**config.mk**
```make
export PLATFORM = sky130hd
export DESIGN_NAME = indexed_block_allocator
export DESIGN_NICKNAME = d
export VERILOG_FILES = /design/src/hdl/iba_pkg.sv /design/src/hdl/iba_bitmap.sv /design/src/hdl/iba_ctrl.sv /design/src/hdl/iba_out.sv /design/src/hdl/indexed_block_allocator.sv
export SDC_FILE = /design/constraint.sdc
export NUM_CORES = 1
export LEC_CHECK = 0
export ABC_CLOCK_PERIOD_IN_PS = 4900
export BUFFER_PORTS_ARGS = -buffer_cell sky130_fd_sc_hd__buf_2
export CORE_MARGIN = 8
export CORE_UTILIZATION = 55
export CTS_CLUSTER_DIAMETER = 30
export DETAILED_ROUTE_END_ITERATION = 8
export PLACE_DENSITY_LB_ADDON = 0.2
export SYNTH_ARGS = -nofsm -noshare
export SYNTH_HDL_FRONTEND = slang
export SYNTH_SLANG_ARGS = --single-unit
```
**constraint.sdc**
```tcl
create_clock -name i_clk -period 4.9 [get_ports i_clk]
set_input_delay 0.98 -clock i_clk [delete_from_list [all_inputs] [get_ports i_clk]]
set_output_delay 0.98 -clock i_clk [all_outputs]
set_load 0.02 [all_outputs]
```
**src/hdl/iba_pkg.sv**
```systemverilog
// shared constants, types and helpers for the indexed block allocator
package iba_pkg;

    localparam int NUM_BLOCKS      = 128;
    localparam int MAX_FILE_BLOCKS = 32;

    localparam int ADDR_W = $clog2(NUM_BLOCKS);
    localparam int CNT_W  = $clog2(MAX_FILE_BLOCKS + 1);

    localparam int BLK_FW = 7;
    localparam int POS_FW = 5;
    localparam int LEN_FW = 6;
    localparam int ST_FW  = 3;

    localparam logic CMD_MARK  = 1'b0;
    localparam logic CMD_ALLOC = 1'b1;

    localparam logic [ST_FW-1:0] ST_GRANTED    = 3'd0;
    localparam logic [ST_FW-1:0] ST_DONE       = 3'd1;
    localparam logic [ST_FW-1:0] ST_INDEX_BUSY = 3'd2;
    localparam logic [ST_FW-1:0] ST_START_BUSY = 3'd3;
    localparam logic [ST_FW-1:0] ST_NO_SPACE   = 3'd4;
    localparam logic [ST_FW-1:0] ST_MARKED     = 3'd5;

    typedef struct packed {
        logic              we;
        logic [ADDR_W-1:0] waddr;
        logic              wdata;
        logic [ADDR_W-1:0] raddr;
    } t_mem_req;

    typedef struct packed {
        logic              valid;
        logic [BLK_FW-1:0] blk;
        logic [POS_FW-1:0] pos;
        logic [ST_FW-1:0]  status;
        logic              last;
    } t_res;

    function automatic logic on_disk(input logic [BLK_FW-1:0] b);
        return (32'(b) < 32'(NUM_BLOCKS));
    endfunction

    function automatic logic [ADDR_W-1:0] to_addr(input logic [BLK_FW-1:0] b);
        return ADDR_W'(b);
    endfunction

    function automatic logic [BLK_FW-1:0] to_blk(input logic [ADDR_W-1:0] a);
        return BLK_FW'(a);
    endfunction

endpackage

```
**src/hdl/iba_bitmap.sv**
```systemverilog
// occupancy bitmap memory, one write port and one registered read port
module iba_bitmap (
    input  logic             i_clk,
    input  iba_pkg::t_mem_req i_req,
    output logic             o_rd_data
);
    import iba_pkg::*;

    logic r_mem [NUM_BLOCKS];
    logic r_rd_data;

    always_ff @(posedge i_clk) begin
        if (i_req.we) begin
            r_mem[i_req.waddr] <= i_req.wdata;
        end
        r_rd_data <= r_mem[i_req.raddr];
    end

    assign o_rd_data = r_rd_data;

endmodule

```
**src/hdl/iba_ctrl.sv**
```systemverilog
// command sequencer: clearing pass, index and start checks, circular scan
module iba_ctrl (
    input  logic                       i_clk,
    input  logic                       i_rst_n,
    input  logic                       i_in_valid,
    output logic                       o_in_ready,
    input  logic                       i_cmd,
    input  logic [iba_pkg::BLK_FW-1:0] i_index_block,
    input  logic [iba_pkg::BLK_FW-1:0] i_start_block,
    input  logic [iba_pkg::LEN_FW-1:0] i_length,
    input  logic                       i_slot_free,
    input  logic                       i_rd_data,
    output iba_pkg::t_mem_req          o_mem_req,
    output iba_pkg::t_res              o_res
);
    import iba_pkg::*;

    localparam logic [2:0] S_CLEAR     = 3'd0;
    localparam logic [2:0] S_IDLE      = 3'd1;
    localparam logic [2:0] S_CHK_IDX   = 3'd2;
    localparam logic [2:0] S_CHK_START = 3'd3;
    localparam logic [2:0] S_SCAN      = 3'd4;
    localparam logic [2:0] S_FINAL     = 3'd5;

    localparam logic [ADDR_W-1:0] LAST_ADDR = ADDR_W'(NUM_BLOCKS - 1);

    logic [2:0]        r_state,    n_state;
    logic [ADDR_W-1:0] r_clr_addr, n_clr_addr;
    logic [ADDR_W-1:0] r_idx,      n_idx;
    logic [ADDR_W-1:0] r_start,    n_start;
    logic              r_start_ok, n_start_ok;
    logic [CNT_W-1:0]  r_len,      n_len;
    logic [ADDR_W-1:0] r_blk,      n_blk;
    logic [CNT_W-1:0]  r_cnt,      n_cnt;
    logic [ST_FW-1:0]  r_status,   n_status;

    logic              free;
    logic [ADDR_W-1:0] blk_nxt;
    logic [CNT_W-1:0]  cnt_nxt;

    assign free    = !i_rd_data;
    assign blk_nxt = (r_blk == LAST_ADDR) ? '0 : r_blk + 1'b1;
    assign cnt_nxt = free ? r_cnt + 1'b1 : r_cnt;

    always_comb begin
        n_state    = r_state;
        n_clr_addr = r_clr_addr;
        n_idx      = r_idx;
        n_start    = r_start;
        n_start_ok = r_start_ok;
        n_len      = r_len;
        n_blk      = r_blk;
        n_cnt      = r_cnt;
        n_status   = r_status;
        o_mem_req  = '0;
        o_mem_req.raddr = r_blk;
        o_res      = '0;

        case (r_state)
            S_CLEAR: begin
                o_mem_req.we    = 1'b1;
                o_mem_req.waddr = r_clr_addr;
                o_mem_req.wdata = 1'b0;
                if (r_clr_addr == LAST_ADDR) begin
                    n_state = S_IDLE;
                end else begin
                    n_clr_addr = r_clr_addr + 1'b1;
                end
            end
            S_IDLE: begin
                o_mem_req.raddr = to_addr(i_index_block);
                if (i_in_valid) begin
                    n_idx      = to_addr(i_index_block);
                    n_start    = to_addr(i_start_block);
                    n_start_ok = on_disk(i_start_block);
                    n_len      = CNT_W'(i_length);
                    n_cnt      = '0;
                    if (i_cmd == CMD_MARK) begin
                        o_mem_req.we    = on_disk(i_index_block);
                        o_mem_req.waddr = to_addr(i_index_block);
                        o_mem_req.wdata = 1'b1;
                        n_status        = ST_MARKED;
                        n_state         = S_FINAL;
                    end else if (i_length == '0 ||
                                 32'(i_length) > 32'(MAX_FILE_BLOCKS)) begin
                        n_status = ST_NO_SPACE;
                        n_state  = S_FINAL;
                    end else if (!on_disk(i_index_block)) begin
                        n_status = ST_INDEX_BUSY;
                        n_state  = S_FINAL;
                    end else begin
                        n_state = S_CHK_IDX;
                    end
                end
            end
            S_CHK_IDX: begin
                if (i_rd_data) begin
                    n_status = ST_INDEX_BUSY;
                    n_state  = S_FINAL;
                end else begin
                    o_mem_req.we    = 1'b1;
                    o_mem_req.waddr = r_idx;
                    o_mem_req.wdata = 1'b1;
                    // start equal to index is busy now that the index is claimed
                    if (!r_start_ok || r_start == r_idx) begin
                        n_status = ST_START_BUSY;
                        n_state  = S_FINAL;
                    end else begin
                        o_mem_req.raddr = r_start;
                        n_state         = S_CHK_START;
                    end
                end
            end
            S_CHK_START: begin
                if (i_rd_data) begin
                    n_status = ST_START_BUSY;
                    n_state  = S_FINAL;
                end else begin
                    // re-read the start so the scan sees it on its first cycle
                    o_mem_req.raddr = r_start;
                    n_blk           = r_start;
                    n_state         = S_SCAN;
                end
            end
            S_SCAN: begin
                if (free && !i_slot_free) begin
                    // hold: re-read the same entry until the grant can go out
                    o_mem_req.raddr = r_blk;
                end else begin
                    if (free) begin
                        o_mem_req.we    = 1'b1;
                        o_mem_req.waddr = r_blk;
                        o_mem_req.wdata = 1'b1;
                        o_res.valid     = 1'b1;
                        o_res.blk       = to_blk(r_blk);
                        o_res.pos       = POS_FW'(r_cnt);
                        o_res.status    = ST_GRANTED;
                        o_res.last      = 1'b0;
                    end
                    n_cnt           = cnt_nxt;
                    n_blk           = blk_nxt;
                    o_mem_req.raddr = blk_nxt;
                    if (blk_nxt == r_start || cnt_nxt == r_len) begin
                        n_status = (cnt_nxt == r_len) ? ST_DONE : ST_NO_SPACE;
                        n_state  = S_FINAL;
                    end
                end
            end
            S_FINAL: begin
                if (i_slot_free) begin
                    o_res.valid  = 1'b1;
                    o_res.status = r_status;
                    o_res.last   = 1'b1;
                    n_state      = S_IDLE;
                end
            end
            default: begin
                n_state = S_IDLE;
            end
        endcase
    end

    always_ff @(posedge i_clk) begin
        if (!i_rst_n) begin
            r_state    <= S_CLEAR;
            r_clr_addr <= '0;
        end else begin
            r_state    <= n_state;
            r_clr_addr <= n_clr_addr;
        end
        r_idx      <= n_idx;
        r_start    <= n_start;
        r_start_ok <= n_start_ok;
        r_len      <= n_len;
        r_blk      <= n_blk;
        r_cnt      <= n_cnt;
        r_status   <= n_status;
    end

    assign o_in_ready = (r_state == S_IDLE);

endmodule

```
**src/hdl/iba_out.sv**
```systemverilog
// output register holding one result word for the downstream handshake
module iba_out (
    input  logic                       i_clk,
    input  logic                       i_rst_n,
    input  iba_pkg::t_res              i_res,
    input  logic                       i_out_ready,
    output logic                       o_slot_free,
    output logic                       o_out_valid,
    output logic [iba_pkg::BLK_FW-1:0] o_out_block,
    output logic [iba_pkg::POS_FW-1:0] o_out_position,
    output logic [iba_pkg::ST_FW-1:0]  o_out_status,
    output logic                       o_out_last
);
    import iba_pkg::*;

    logic              r_valid;
    logic [BLK_FW-1:0] r_blk;
    logic [POS_FW-1:0] r_pos;
    logic [ST_FW-1:0]  r_status;
    logic              r_last;

    assign o_slot_free = !r_valid || i_out_ready;

    always_ff @(posedge i_clk) begin
        if (!i_rst_n) begin
            r_valid <= 1'b0;
        end else if (o_slot_free) begin
            r_valid <= i_res.valid;
        end
        if (i_res.valid && o_slot_free) begin
            r_blk    <= i_res.blk;
            r_pos    <= i_res.pos;
            r_status <= i_res.status;
            r_last   <= i_res.last;
        end
    end

    assign o_out_valid    = r_valid;
    assign o_out_block    = r_blk;
    assign o_out_position = r_pos;
    assign o_out_status   = r_status;
    assign o_out_last     = r_last;

endmodule

```
**src/hdl/indexed_block_allocator.sv**
```systemverilog
// a mark sets its index entry when on disk and answers with a status word;
// an allocate checks the index, then the start, then scans circularly
// throughput: one command at a time; the scan reads one bitmap entry per
// cycle, except while a found free entry waits for the output slot
// reset: a clearing pass over all NUM_BLOCKS entries runs first; inputs are
// refused until it ends
module indexed_block_allocator (
    input  logic                       i_clk,
    input  logic                       i_rst_n,
    input  logic                       i_in_valid,
    output logic                       o_in_ready,
    input  logic                       i_cmd,
    input  logic [iba_pkg::BLK_FW-1:0] i_index_block,
    input  logic [iba_pkg::BLK_FW-1:0] i_start_block,
    input  logic [iba_pkg::LEN_FW-1:0] i_length,
    output logic                       o_out_valid,
    input  logic                       i_out_ready,
    output logic [iba_pkg::BLK_FW-1:0] o_out_block,
    output logic [iba_pkg::POS_FW-1:0] o_out_position,
    output logic [iba_pkg::ST_FW-1:0]  o_out_status,
    output logic                       o_out_last
);
    import iba_pkg::*;

    t_mem_req mem_req;
    t_res     res;
    logic     rd_data;
    logic     slot_free;

    iba_bitmap u_bitmap (
        .i_clk     (i_clk),
        .i_req     (mem_req),
        .o_rd_data (rd_data)
    );

    iba_ctrl u_ctrl (
        .i_clk         (i_clk),
        .i_rst_n       (i_rst_n),
        .i_in_valid    (i_in_valid),
        .o_in_ready    (o_in_ready),
        .i_cmd         (i_cmd),
        .i_index_block (i_index_block),
        .i_start_block (i_start_block),
        .i_length      (i_length),
        .i_slot_free   (slot_free),
        .i_rd_data     (rd_data),
        .o_mem_req     (mem_req),
        .o_res         (res)
    );

    iba_out u_out (
        .i_clk          (i_clk),
        .i_rst_n        (i_rst_n),
        .i_res          (res),
        .i_out_ready    (i_out_ready),
        .o_slot_free    (slot_free),
        .o_out_valid    (o_out_valid),
        .o_out_block    (o_out_block),
        .o_out_position (o_out_position),
        .o_out_status   (o_out_status),
        .o_out_last     (o_out_last)
    );

`ifndef NO_ASSERTIONS
    // a command keeps the block busy in the cycle after it is taken
    a_busy_after_accept: assert property (@(posedge i_clk) disable iff (!i_rst_n)
        (i_in_valid && o_in_ready) |=> !o_in_ready)
        else $error("input taken again right after a command");

    // only the closing word of a command carries last
    a_grant_not_last: assert property (@(posedge i_clk) disable iff (!i_rst_n)
        (o_out_valid && o_out_status == ST_GRANTED) |-> !o_out_last)
        else $error("grant word flagged as last");

    // status words carry last and zero block and position
    a_status_zero: assert property (@(posedge i_clk) disable iff (!i_rst_n)
        (o_out_valid && o_out_status != ST_GRANTED) |->
        (o_out_last && o_out_block == '0 && o_out_position == '0))
        else $error("status word with payload or without last");
`endif

endmodule
```
==> results of run 1 <==
==> area by class of cell <==
cell class              count  area (um^2)  area share [%]
flip-flops and latches    192         5650            53.7
multi-input cells         595         3650            34.7
clock buffers              18          429            4.08
repair buffers             57          335            3.19
well taps                 225          282            2.68
clock inverters            14          130            1.24
inverters                  12         45.0           0.428
==> worst paths after layout <==
kind | start | end | slack (ns) | cells after the start
worst max-delay path | u_ctrl.r_state[1] | u_bitmap.o_rd_data | 0.91 | 10
worst min-delay path | u_ctrl.r_status[1] | u_out.o_out_status[1] | 0.52 | 1
worst max register to register | u_ctrl.r_state[1] | u_bitmap.o_rd_data | 0.91 | 10
worst min register to register | u_ctrl.r_status[1] | u_out.o_out_status[1] | 0.52 | 1
==> cells in the final DEF (no fill, tap or decap), types with 5 or more instances in the layout <==
cell type	count
a21oi_1	36
inv_1	12
mux4_2	8
nor2_1	161
and3_1	5
mux2i_1	41
nand3_1	24
and2_1	22
xor2_1	17
o211ai_1	7
a222oi_1	5
clkinvlp_4	5
clkbuf_16	17
buf_4	14
nand2_1	107
dfxtp_1	12
a32o_1	6
nor3_1	10
buf_2	42
edfxtp_1	180
o21ai_0	14
xnor2_1	18
a211oi_1	8
nor2b_1	12
==> state kept, by name, indices dropped and copies added (netlist names), 5 cells and up <==
register              cells
u_ctrl.r_blk              7
u_out.o_out_position      5
u_ctrl.r_clr_addr         7
u_out.o_out_block         7
u_ctrl.r_idx              7
u_ctrl.r_len              6
u_ctrl.r_cnt              6
u_ctrl.r_start            7
u_bitmap.r_mem          128
==> per-stage QoR <==
step	cell area, um^2	hold WS (ns)
6_report	10500	0.516
5_1_grt	10500	0.544
4_1_cts	10500	0.519
3_5_place_dp	9960	0.507
3_3_place_gp	9960	0.500
2_1_floorplan	9610	0.497
==> worst max-delay path: stages, from the launching register on <==
cell and delay (ns):
dfxtp_1 0.73, nand2b_1 0.25, nor2_4 0.29, a21boi_2 0.52
a221o_1 0.23, a221o_1 0.38, nor2b_1 0.43, a221oi_1 0.16
o21ai_0 0.26, nor3_1 0.07, or4_1 0.52
==> power breakdown <==
| part | internal, W | switching (W) | total, W |
|---|---|---|---|
| Sequential | 0.00177 | 0.00000382 | 0.00178 |
| Combinational | 0.0000206 | 0.0000532 | 0.0000738 |
| Clock | 0.000707 | 0.000627 | 0.00133 |
==> routing by layer <==
layer | part of all wire [%] | routed length (um) | vias to the layer above
li1 | - | - | 3158
met1 | 43 | 9910 | 3424
met2 | 48 | 11200 | 304
met3 | 7.0 | 1610 | 34
met4 | 1.9 | 431 | 0
met5 | 0 | 0 | -
==> synth_stat cells, drive strengths merged (5+ instances only) <==
cell type | instances | area share, %
a211oi | 8 | 0.63
a21oi | 36 | 1.9
nor4 | 5 | 0.61
a221oi | 6 | 0.79
clkbuf | 28 | 1.1
and2 | 23 | 1.5
mux2i | 41 | 4.3
edfxtp | 180 | 56
nor2 | 162 | 6.4
nor2b | 12 | 0.78
o21ai | 14 | 0.73
and3 | 5 | 0.33
a222oi | 5 | 0.52
xnor2 | 18 | 1.6
o211ai | 7 | 0.55
xor2 | 18 | 1.7
a32o | 6 | 0.63
nand2 | 107 | 4.2
dfxtp | 12 | 2.5
nor3 | 10 | 0.52
buf | 25 | 1.9
mux4 | 8 | 1.9
inv | 12 | 0.47
nand3 | 24 | 1.3
==> cell families after synthesis <==
kind of cell               after synthesis  synth area share [%]
and+or+nand+nor                        375                  17.7
adders and majority gates                3                 0.391
muxes                                   51                  6.38
DFF                                    192                  58.7
buffers and inverters                   65                  3.42
AOI/OAI and AO/OA                      130                  9.96
xor gates and xnor gates                36                  3.36
==> results.py, run 1 <==
metrics = {
    "synthesis": {
        "synth_area_um2": 9610,
        "ys_async_sr_fraction_pct": 0,
        "avgSynthCellArea_um2": 11.3,
        "yosys_warnings": 0,
        "ys_ff_latch": 192,
        "synthDistinctLibCells": 74,
        "synth_flop_cell": "edfxtp_1",
        "syn_inst": 852,
        "synth_edf_count": 180,
        "syn-num-nets": 880,
        "seq_area_frac_synth_pct": 58.7,
    },
    "place": {
        "dp.cells": 1081,
        "gp_congestion": 0.929,
        "io_buffers": 42,
        "dp_hpwl_um": 15600,
        "place_ws_ns": 0.765,
    },
    "layout": {
        "nFillCells": 1380,
        "syn2layout_area_growth_pct": 9.48,
        "drive_gt1_share_pct": 12.7,
        "final_core_util_pct": 61.2,
        "final_nets": 903,
        "diodes": 0,
        "final_cell_count_no_fill": 1113,
    },
    "clock_network": {
        "cts_max_level": 4,
        "clock_sinks": 192,
        "postCtsSetupBuffers": 0,
        "clk_pin_slew_ns": 0.07,
        "clk_latency_ns": 0.43,
        "cts_tree": "built",
        "ctsResizeCount": 0,
        "cts_buffers": 17,
        "cts.path.max_buffers": 2,
        "holdBufCountCts": 0,
        "root_buffer": "clkbuf_16",
    },
    "global_route": {
        "grtUsageMet1_pct": 28.9,
        "grt_first_pass_wirelength_um": 36500,
        "grt_busiest_layer": "met2",
        "grt.overflow.total": 0,
        "grt_pass1_vias": 6598,
        "grtUsageMet2_pct": 34.5,
        "use_met3_pct": 3.37,
        "grt.total_usage_pct": 21.5,
        "antenna_found_initial": 0,
        "grt_max_degree": 129,
    },
    "floorplan": {
        "die-area_um2": 22000,
        "die_x_um": 148,
        "fp.dieH_um": 148,
        "core_area_um2": 17200,
        "ios": 43,
        "initial_core_util_pct": 55.9,
        "rows": 48,
    },
    "hold_path": {
        "hold_path_class": "flip-flop to flip-flop",
    },
    "drt": {
        "firstDrtPassIters": 8,
        "viasPerCell": 6.22,
        "drc": 0,
        "detail-route-antenna-nets": 0,
        "wl_per_cell_um": 20.8,
        "wirelength_um": 23200,
        "num_vias": 6920,
        "first_iter_violations": 1059,
    },
    "sta": {
        "finalHoldViolCount": 0,
        "clock_skew_ns": 0.00609,
        "max-slew-margin-rel_pct": 16.6,
        "setup_viol": 0,
        "finalCriticalPeriod_ns": 3.99,
        "timing.final.ws_setup_ns": 0.911,
        "drv_slew": 0,
        "grt_setup_unrepaired": "no",
        "worst_slew_pin_slew_ns": 1.24,
        "final.period_utilization_pct": 81.4,
        "finalSetupTns_ns": 0,
        "max_freq_ghz": 0.251,
    },
    "pwr": {
        "irDropWorstVdd_v": 0.000253,
        "powerDensity_nw_per_um2": 303,
        "p_total_w": 0.00318,
        "p_leak_nw": 3.72,
    },
    "outcome": {
        "status": "finished, final reports clean",
    },
    "setup_path": {
        "path_max_fanout": 17,
        "worst_setup_path_end_kind": "flip-flop",
        "worstPathArrival_ns": 4.30,
        "critical_path_class": "flip-flop to flip-flop",
        "worstSetupStartpointType": "flip-flop",
        "required_ns": 5.21,
    },
    "job": {
        "cap_violations": 0,
    },
}
(Power assumes the default switching activity.)
==> inputs of run 2 (changes only) <==
Settings changed: ABC_CLOCK_PERIOD_IN_PS 4900 to 3200.
Clock period 4.9 ns to 3.2 ns, I/O delays scaled along.
==> results.py, run 2 (synthesis results as in run 1) <==
metrics = {
    "outcome": {
        "status": "finished, violations left",
        "violations": "setup timing",
    },
    "pwr": {
        "sw_frac_of_total_pct": 21.9,
        "internal-power_w": 0.00395,
        "p_leak_nw": 4.24,
        "irDropWorstVdd_v": 0.000416,
        "p_comb_share_pct": 2.5,
        "p_clk_share_pct": 43.8,
        "power_frac_seq_pct": 53.7,
        "p_total_w": 0.00506,
        "p_sw_w": 0.00111,
        "powerDensity_nw_per_um2": 443,
    },
    "hold_path": {
        "hold_path_class": "primary input to flip-flop",
        "min_from": "i_start_block[2]",
    },
    "sta": {
        "final.period_utilization_pct": 106,
        "setup_viol": 1,
        "clock_skew_ns": 0.0134,
        "max_freq_ghz": 0.294,
        "drv_slew": 0,
        "finalCriticalPeriod_ns": 3.40,
        "worst_slew_pin_slew_ns": 0.896,
        "max-slew-margin-rel_pct": 40.1,
        "grt_setup_unrepaired": "yes",
        "finalHoldViolCount": 0,
        "timing.final.ws_setup_ns": -0.200,
    },
    "clock_network": {
        "cts_max_level": 4,
        "cts_tree": "built",
        "root_buffer": "clkbuf_16",
        "cts_buffers": 17,
        "clk_pin_slew_ns": 0.07,
        "cts.path.max_buffers": 2,
        "clk_latency_ns": 0.44,
        "clock_sinks": 192,
    },
    "floorplan": {
        "rows": 48,
        "fp.dieH_um": 148,
        "initial_core_util_pct": 55.9,
        "die_x_um": 148,
        "core_area_um2": 17200,
        "ios": 43,
        "die-area_um2": 22000,
    },
    "place": {
        "io_buffers": 42,
        "place_ws_ns": -0.332,
        "dp.cells": 1167,
        "gp_congestion": 0.911,
        "post_dp_cell_area_um2": 10700,
        "dp_hpwl_um": 16900,
    },
    "layout": {
        "syn2layout_area_growth_pct": 18.8,
        "most-common-layout-cells": "edfxtp_1 (180), nor2_1 (159), nand2_1 (105)",
        "regMostFlops": "u_bitmap.r_mem",
        "layout_commonest_cell": "edfxtp_1",
        "nFillCells": 1328,
        "final_area_um2": 11400,
        "final_nets": 992,
        "diodes": 0,
        "largest_reg_flops": 128,
        "drive_gt1_share_pct": 22.2,
        "final_cell_count_no_fill": 1202,
    },
    "drt": {
        "num_vias": 7273,
        "wirelength_um": 24800,
        "detail-route-antenna-nets": 0,
        "drc": 0,
        "viasPerCell": 6.05,
        "firstDrtPassIters": 6,
        "first_iter_violations": 985,
        "wl_per_cell_um": 20.7,
    },
    "global_route": {
        "grt_pass1_vias": 7233,
        "grt_max_degree": 129,
        "grt_first_pass_wirelength_um": 39200,
        "grt.total_usage_pct": 23.1,
        "grt.overflow.total": 0,
        "antenna_found_initial": 0,
    },
    "setup_path": {
        "worstSetupStartpointType": "flip-flop",
        "critical_path_class": "flip-flop to flip-flop",
        "r2r_end": "u_bitmap.o_rd_data",
        "r2r_start": "u_ctrl.r_start[4]",
        "reg2reg_depth": 14,
        "crit_path_start": "u_ctrl.r_start[4]",
        "worstPathArrival_ns": 3.71,
        "reg2reg_slack_ns": -0.20,
        "path_max_fanout": 17,
        "required_ns": 3.51,
        "worst_setup_path_end_kind": "flip-flop",
        "crit_path_end": "u_bitmap.o_rd_data",
    },
    "job": {
        "cap_violations": 0,
    },
}
==> run 2: cell count changes in the layout (fill, tap and decap cells not counted), sizes merged <==
cell | previous run | this run
buf | 57 | 146
bufinv | 1 | 2
clkinvlp | 5 | 1
inv | 17 | 20
clkbuf | 18 | 17
clkinv | 3 | 4
==> run 2: layout make-up <==
cell class,instances,area [um^2],share of cell area [%]
sequential,192,5650,49.5
multi-input combinational,595,3720,32.6
timing repair buffer,146,1100,9.65
clock buffer,17,425,3.73
tap,225,282,2.47
clock inverter,15,193,1.69
inverter,12,45.0,0.395
==> run 2: worst max-delay path, cell delays in order (launching register included) <==
cell and delay (ns):
edfxtp_1 0.46, xor2_2 0.22, nor4_4 0.27, buf_4 0.19, a21boi_4 0.08, buf_12 0.15
a221o_2 0.41, buf_12 0.18, buf_4 0.17, nand2_1 0.06, a32o_1 0.20, a221oi_1 0.09
o21ai_1 0.24, nor3_1 0.07, or4_1 0.49
==> run 2: worst min path at each step <==
stage	end	cells past startpoint	slack [ns]
after floorplan	u_out.o_out_status[0]	1	0.50
after global placement	u_out.o_out_status[0]	1	0.50
after detailed placement	u_out.o_out_status[1]	1	0.50
after CTS	u_ctrl.r_start[2]	1	0.36
after global routing	u_ctrl.r_start[2]	1	0.36
final	u_ctrl.r_start[2]	1	0.37
==> run 2: power groups by stage <==
| stage | registers (W) | logic (W) | clock network (W) |
|---|---|---|---|
| 2_1_floorplan | 0.00277 | 0.0000557 | 0 |
| 3_3_place_gp | 0.00277 | 0.000122 | 0 |
| 3_5_place_dp | 0.00278 | 0.000124 | 0 |
| 4_1_cts | 0.00272 | 0.000125 | 0.00224 |
| 5_1_grt | 0.00272 | 0.000137 | 0.00233 |
| 6_report | 0.00272 | 0.000125 | 0.00222 |
==> run 2: metal layers <==
metal  wire (um)  vias up  global-route usage, %
met5           0        -                      0
met1       10500     3633                   30.1
met3        1510       36                   4.04
met2       12400      274                   38.6
li1            -     3330                      -
met4         418        0                   7.29
==> run 2: per-stage QoR <==
step / TNS [ns] / hold WS [ns] / utilization, %
global placement: -2.08 / 0.500 / 62.4
global route: -0.312 / 0.360 / 66.4
detailed placement: -1.66 / 0.503 / 62.4
finish: -0.200 / 0.372 / 66.4
CTS: -0.156 / 0.358 / 66.3
floorplan: -0.00912 / 0.497 / -
==> run 2: timing repair <==
| item | in CTS | in global routing |
|---|---|---|
| setup buffers | 3 | 0 |
| setup endpoints to repair | 60 | 121 |
| resized for setup | 9 | 9 |
| pin swaps | 3 | 0 |
| hold buffers | 0 | 0 |
